**src/sv/unique_color_palette_builder_macros.svh**
```systemverilog
// ----------------------------------------------------------------------------
// Assertion macros for the unique color palette builder
// Concurrent checks clocked on clk_i and disabled while rst_ni is low.
// ----------------------------------------------------------------------------
`ifndef UNIQUE_COLOR_PALETTE_BUILDER_MACROS_SVH
`define UNIQUE_COLOR_PALETTE_BUILDER_MACROS_SVH

`ifndef SYNTHESIS
// Property that must hold at every clock edge.
`define UCPB_ASSERT(label, prop, msg) \
  label: assert property (@(posedge clk_i) disable iff (!rst_ni) (prop)) else $error(msg);
// Condition in one cycle that implies a consequence in the next cycle.
`define UCPB_ASSERT_NEXT(label, ante, cons, msg) \
  label: assert property (@(posedge clk_i) disable iff (!rst_ni) (ante) |=> (cons)) \
    else $error(msg);
`else
`define UCPB_ASSERT(label, prop, msg)
`define UCPB_ASSERT_NEXT(label, ante, cons, msg)
`endif

`endif

```
**src/sv/ucpb_pkg.sv**
```systemverilog
// ----------------------------------------------------------------------------
// Unique color palette builder package
// Shared sizes, item types and result codes.
// ----------------------------------------------------------------------------
package ucpb_pkg;

  // Table size and the widths that follow from it.
  localparam int CAPACITY = 256;
  localparam int ADDR_W   = $clog2(CAPACITY);
  localparam int CNT_W    = $clog2(CAPACITY + 1);

  // Fixed field widths of the interface.
  localparam int COLOR_W  = 24;
  localparam int INDEX_W  = 8;
  localparam int COUNT_W  = 9;
  localparam int LIMIT_W  = 9;
  localparam int CMP_W    = (CNT_W > LIMIT_W) ? CNT_W : LIMIT_W;

  // Output data bus: index then count, padded to whole bytes.
  localparam int ODATA_USED = INDEX_W + COUNT_W;
  localparam int ODATA_W    = ((ODATA_USED + 7) / 8) * 8;
  localparam int ODATA_PAD  = ODATA_W - ODATA_USED;

  // Input queue between the front and the back part.
  localparam int QDEPTH = 2;
  localparam int QPTR_W = (QDEPTH > 1) ? $clog2(QDEPTH) : 1;
  localparam int QCNT_W = $clog2(QDEPTH + 1);

  typedef logic [ADDR_W-1:0]  addr_t;
  typedef logic [CNT_W-1:0]   cnt_t;
  typedef logic [CMP_W-1:0]   cmp_t;
  typedef logic [COLOR_W-1:0] color_t;
  typedef logic [INDEX_W-1:0] index_t;
  typedef logic [COUNT_W-1:0] count_t;
  typedef logic [LIMIT_W-1:0] limit_t;

  localparam limit_t LIMIT_RESET = limit_t'(256);

  // Result status codes.
  typedef enum logic [1:0] {
    ST_MATCH   = 2'd0,
    ST_ADDED   = 2'd1,
    ST_IGNORED = 2'd2
  } status_e;

  // Pixel command handed from the front to the back part.
  typedef struct packed {
    color_t color;
    logic   first;
    logic   last;
  } cmd_t;

  // Result item.
  typedef struct packed {
    status_e status;
    index_t  index;
    count_t  count;
    logic    done;
  } res_t;

endpackage

```
**src/sv/ucpb_front.sv**
```systemverilog
// ----------------------------------------------------------------------------
// Palette builder front part
// Accepts pixel items, sorts their fields into a command and holds them in
// a short queue so that the input side can run ahead of the table search.
// ----------------------------------------------------------------------------
module ucpb_front (
  input  logic                  clk_i,
  input  logic                  rst_ni,
  input  logic                  in_valid_i,
  output logic                  in_ready_o,
  input  ucpb_pkg::color_t      in_color_i,
  input  logic                  in_first_i,
  input  logic                  in_last_i,
  output logic                  cmd_valid_o,
  input  logic                  cmd_ready_i,
  output ucpb_pkg::cmd_t        cmd_o
);

  ucpb_pkg::cmd_t                       slot_q [ucpb_pkg::QDEPTH];
  logic [ucpb_pkg::QPTR_W-1:0]          wr_ptr_q, rd_ptr_q;
  logic [ucpb_pkg::QCNT_W-1:0]          fill_q;
  logic                                 push, pop;
  ucpb_pkg::cmd_t                       cmd_in;

  // Classify the incoming pixel into a command.
  always_comb begin
    cmd_in.color = in_color_i;
    cmd_in.first = in_first_i;
    cmd_in.last  = in_last_i;
  end

  assign in_ready_o  = (fill_q != ucpb_pkg::QCNT_W'(ucpb_pkg::QDEPTH));
  assign cmd_valid_o = (fill_q != '0);
  assign push        = in_valid_i && in_ready_o;
  assign pop         = cmd_valid_o && cmd_ready_i;
  assign cmd_o       = slot_q[rd_ptr_q];

  // Queue pointers and fill level.
  always_ff @(posedge clk_i or negedge rst_ni) begin
    if (!rst_ni) begin
      wr_ptr_q <= '0;
      rd_ptr_q <= '0;
      fill_q   <= '0;
    end else begin
      if (push) begin
        wr_ptr_q <= (wr_ptr_q == ucpb_pkg::QPTR_W'(ucpb_pkg::QDEPTH - 1)) ? '0
                                                                           : wr_ptr_q + 1'b1;
      end
      if (pop) begin
        rd_ptr_q <= (rd_ptr_q == ucpb_pkg::QPTR_W'(ucpb_pkg::QDEPTH - 1)) ? '0
                                                                           : rd_ptr_q + 1'b1;
      end
      if (push && !pop) begin
        fill_q <= fill_q + 1'b1;
      end else if (pop && !push) begin
        fill_q <= fill_q - 1'b1;
      end
    end
  end

  // Queue storage.
  always_ff @(posedge clk_i) begin
    if (push) begin
      slot_q[wr_ptr_q] <= cmd_in;
    end
  end

endmodule

```
**config.mk**
```make
export PLATFORM = sky130hd
export DESIGN_NAME = ucpb_front
export DESIGN_NICKNAME = d
export VERILOG_FILES = /design/src/sv/unique_color_palette_builder_macros.svh /design/src/sv/ucpb_pkg.sv /design/src/sv/ucpb_front.sv
export SDC_FILE = /design/constraint.sdc
export NUM_CORES = 1
export LEC_CHECK = 0
export ABC_AREA = 1
export ABC_CLOCK_PERIOD_IN_PS = 2550
export BUFFER_PORTS_ARGS = -buffer_cell sky130_fd_sc_hd__buf_2
export CAP_MARGIN = 20
export CELL_PAD_IN_SITES_DETAIL_PLACEMENT = 1
export CELL_PAD_IN_SITES_GLOBAL_PLACEMENT = 1
export CORE_MARGIN = 10
export CORE_UTILIZATION = 40
export DETAILED_ROUTE_END_ITERATION = 6
export GPL_ROUTABILITY_DRIVEN = 0
export PLACE_DENSITY = 0.83
export SKIP_CTS_REPAIR_TIMING = 1
export SYNTH_ARGS = -nofsm -noshare
export SYNTH_HDL_FRONTEND = slang
export SYNTH_SLANG_ARGS = --single-unit
```
**constraint.sdc**
```tcl
create_clock -name clk_i -period 2.55 [get_ports clk_i]
set_input_delay 0.1275 -clock clk_i [delete_from_list [all_inputs] [get_ports clk_i]]
set_output_delay 0.1275 -clock clk_i [all_outputs]
set_load 0.02 [all_outputs]
```
==> metrics.md <==
| Metric | Value |
|---|---|
| Worst-skew pair later-pin latency | `roughly 0.31 ns` |
| Synthesized net count | `between 150 and 200` |
| Area delta synth->final | `26.2%` |
| Post-synthesis adder-cell area fraction | `0.00580` |
| Non-Filler Instances | `between 300 and 400` |
| Hold_sp | `in_color_i[12]` |
| DR vias/cell | `4.49` |
| Cell variety after synth | `16` |
| Crit path launch | `rd_ptr_q$_DFFE_PN0P_` |
| Most frequent cells in the layout | `80 x nand2_1, 57 x buf_2, 52 x edfxtp_1` |
| RR Startpoint | `fill_q[0]$_DFFE_PN0P_` |
| Mapped Area | `about 2200 um2` |
| Max Transition Viols Final | `0` |
| Crit. End Element | `output port` |
| # IOs | `between 50 and 60` |
| Initial antenna violation count | `0` |
| IO buf count | `57` |
| PwrDens | `between 1000 and 1500 nW/um2` |
| DRT iter0 DRCs | `53` |
| Mapped Cells | `between 150 and 200` |
| Reg2reg setup slack | `about 1.2 ns` |
| Slew HR | `0.598` |
| Setup tns final | `0 ns` |
| Register area share after synthesis | `0.771` |
| Final instance area | `about 2700 um2` |
| H-tree levels | `2` |
| Outcome | `complete, no violations` |
| Core area | `5170 um2` |
| Hold path cells | `1` |
| Register-to-Register Path Depth | `9` |
| Max-Cap Viols | `0` |
| Hpwl dp | `approximately 3.5 mm` |
| Setup Viol. Count Final | `0` |
| Clock skew | `0.00682 ns` |
| Die H | `93.4 um` |
| Drt total wl | `roughly 4.7 mm` |
| Hold WC Path Type | `input pin to flip-flop` |
| Top-area cell type share of the netlist area | `0.724` |
| Crit path kind | `flip-flop to output port` |
| TritonRoute pass-1 iters | `4` |
| Gr usage total | `0.110` |
| Yosys warns | `0` |
| Minimum clock period | `approximately 1.8 ns` |
| Fillers | `between 500 and 600` |
| Largest family of logic cells by synthesized area | `simple AND/OR/NAND/NOR gates` |
| DRC | `0` |
| Final net count | `~270` |
| Maximum clock path buffer count | `2` |
| Width of the die | `93.4 um` |
| Inserted Diodes | `0` |
| DRT antenna net count | `0` |
| CTS tree | `done` |
| Avg WL per Cell | `15.4 um` |
| Critical path arrival | `between 1.5 and 2 ns` |
| Clk pin slew, worst setup/hold paths | `roughly 0.10 ns` |
| Crit path max fanout | `15` |
| Synth Area in Compound Gates | `0` |
| Post-Synth XOR/XNOR Area | `0.00813` |
| CTS Sinks | `56` |
| Synthesized area per cell | `~13 um2` |
| Share of cells above drive strength 1 | `0.336` |
| First-pass GRT wire length | `7.45 mm` |
| Yosys reg bits | `56` |
| Cell taking the most area after synthesis | `edfxtp_1` |
| Fin crit share | `0.710` |
| Setup WS post-layout | `about 0.74 ns` |
| Cells after DPL | `289` |
| Worst-Margin Slew | `around 0.6 ns` |
| Vias in the first global route | `between 1500 and 2000` |
| Synth area leaders | `edfxtp_1 72%, nand2_1 14%, dfrtp_1 4.6%` |
| VDD IR max | `approximately 0.42 mV` |
| Initial cell density of the core | `0.417` |
| CTS Buf Count | `5` |
| Critical Path RT | `2.42 ns` |
| Dpl cell area | `roughly 2500 um2` |
| Unrepaired setup endpoints after global routing | `false` |
| Dpl ws | `1.04 ns` |
| Most common cell after layout, fill and taps aside | `nand2_1` |
| CTS root buf | `clkbuf_8` |
| Row cnt | `26` |
| Multiplexer share of the synthesized area | `0` |
| GRT overflow | `0` |
| Simple-gate share of the synthesized area | `0.174` |
| Setup crit start kind | `flip-flop` |
| P_leak | `between 1 and 1.5 nW` |
| Total power draw | `between 0.003 and 0.004 W` |
| Vias | `between 1000 and 1500` |
| Fin. Hold Viols | `0` |
| Die area | `just under 9000 um2` |
| Fmax | `about 550 MHz` |
| Largest net degree at the start of global routing | `28` |
==> routing by layer <==
layer,GRT usage,wire length [um],share of wire,vias up
met2,0.192,2420,0.51,42
met3,0.0464,434,0.092,5
met4,0.0540,88,0.019,0
met5,0,0,0,-
li1,-,-,-,685
met1,0.111,1800,0.38,651
==> cell type report <==
| type | count | area, um2 | area share |
|---|---|---|---|
| clock buffer | 5 | 68.8 | 0.0253 |
| clock inverter | 3 | 42.5 | 0.0156 |
| inverter | 7 | 33.8 | 0.0124 |
| multi-input combinational | 96 | 409 | 0.150 |
| sequential | 56 | 1660 | 0.611 |
| tap | 70 | 87.6 | 0.0322 |
| timing repair buffer | 71 | 418 | 0.154 |
==> logic make-up (layout without fill, tap and decap cells) <==
| group | count (synthesis) | after routing |
|---|---|---|
| buf+inv | 12 | 86 |
| flops | 56 | 56 |
| xor+xnor | 2 | 2 |
| simple gates | 93 | 93 |
| fa+ha+maj | 1 | 1 |
==> through the flow <==
stage	hold WS, ns	util
detailed placement	-0.0554	0.483
CTS	-0.407	0.505
finish	0.00700	0.526
global placement	-0.0603	0.483
floorplan	-0.168	-
global route	0.00265	0.526
==> worst paths after layout <==
check	to
hold reg to reg	fill_q[0]$_DFFE_PN0P_
setup reg to reg	fill_q[1]$_DFFE_PN0P_
min in group asynchronous	fill_q[0]$_DFFE_PN0P_
max in group asynchronous	rd_ptr_q$_DFFE_PN0P_
setup / recovery	cmd_o[6]
hold / removal	slot_q[1][14]$_DFFE_PP_
==> synthesized netlist by cell type (all sizes together) <==
cell type and instances:
buf 5, dfrtp 4, edfxtp 52, ha 1, inv 7, nand2 88, nand3 2, nand4 1
nor2 2, xnor2 1, xor2 1
==> where the power goes <==
part	switching, W	total, W	internal [W]	leakage (nW)
registers	0.000109	0.00137	0.00126	0.531
clock network	0.000279	0.000570	0.000291	0.0541
logic	0.000844	0.00121	0.000365	0.606
==> state kept, by name, indices dropped and copies added (netlist names) <==
name / count
fill_q: 2
rd_ptr_q: 1
slot_q: 52
wr_ptr_q: 1
==> worst max-delay path, cell delays in order, from the launching register on <==
cell and delay (ns):
dfrtp_1 0.74, buf_4 0.31, nand2_1 0.08, nand2_1 0.08, buf_2 0.16
Note: power is estimated with default switching activity, not from simulation.
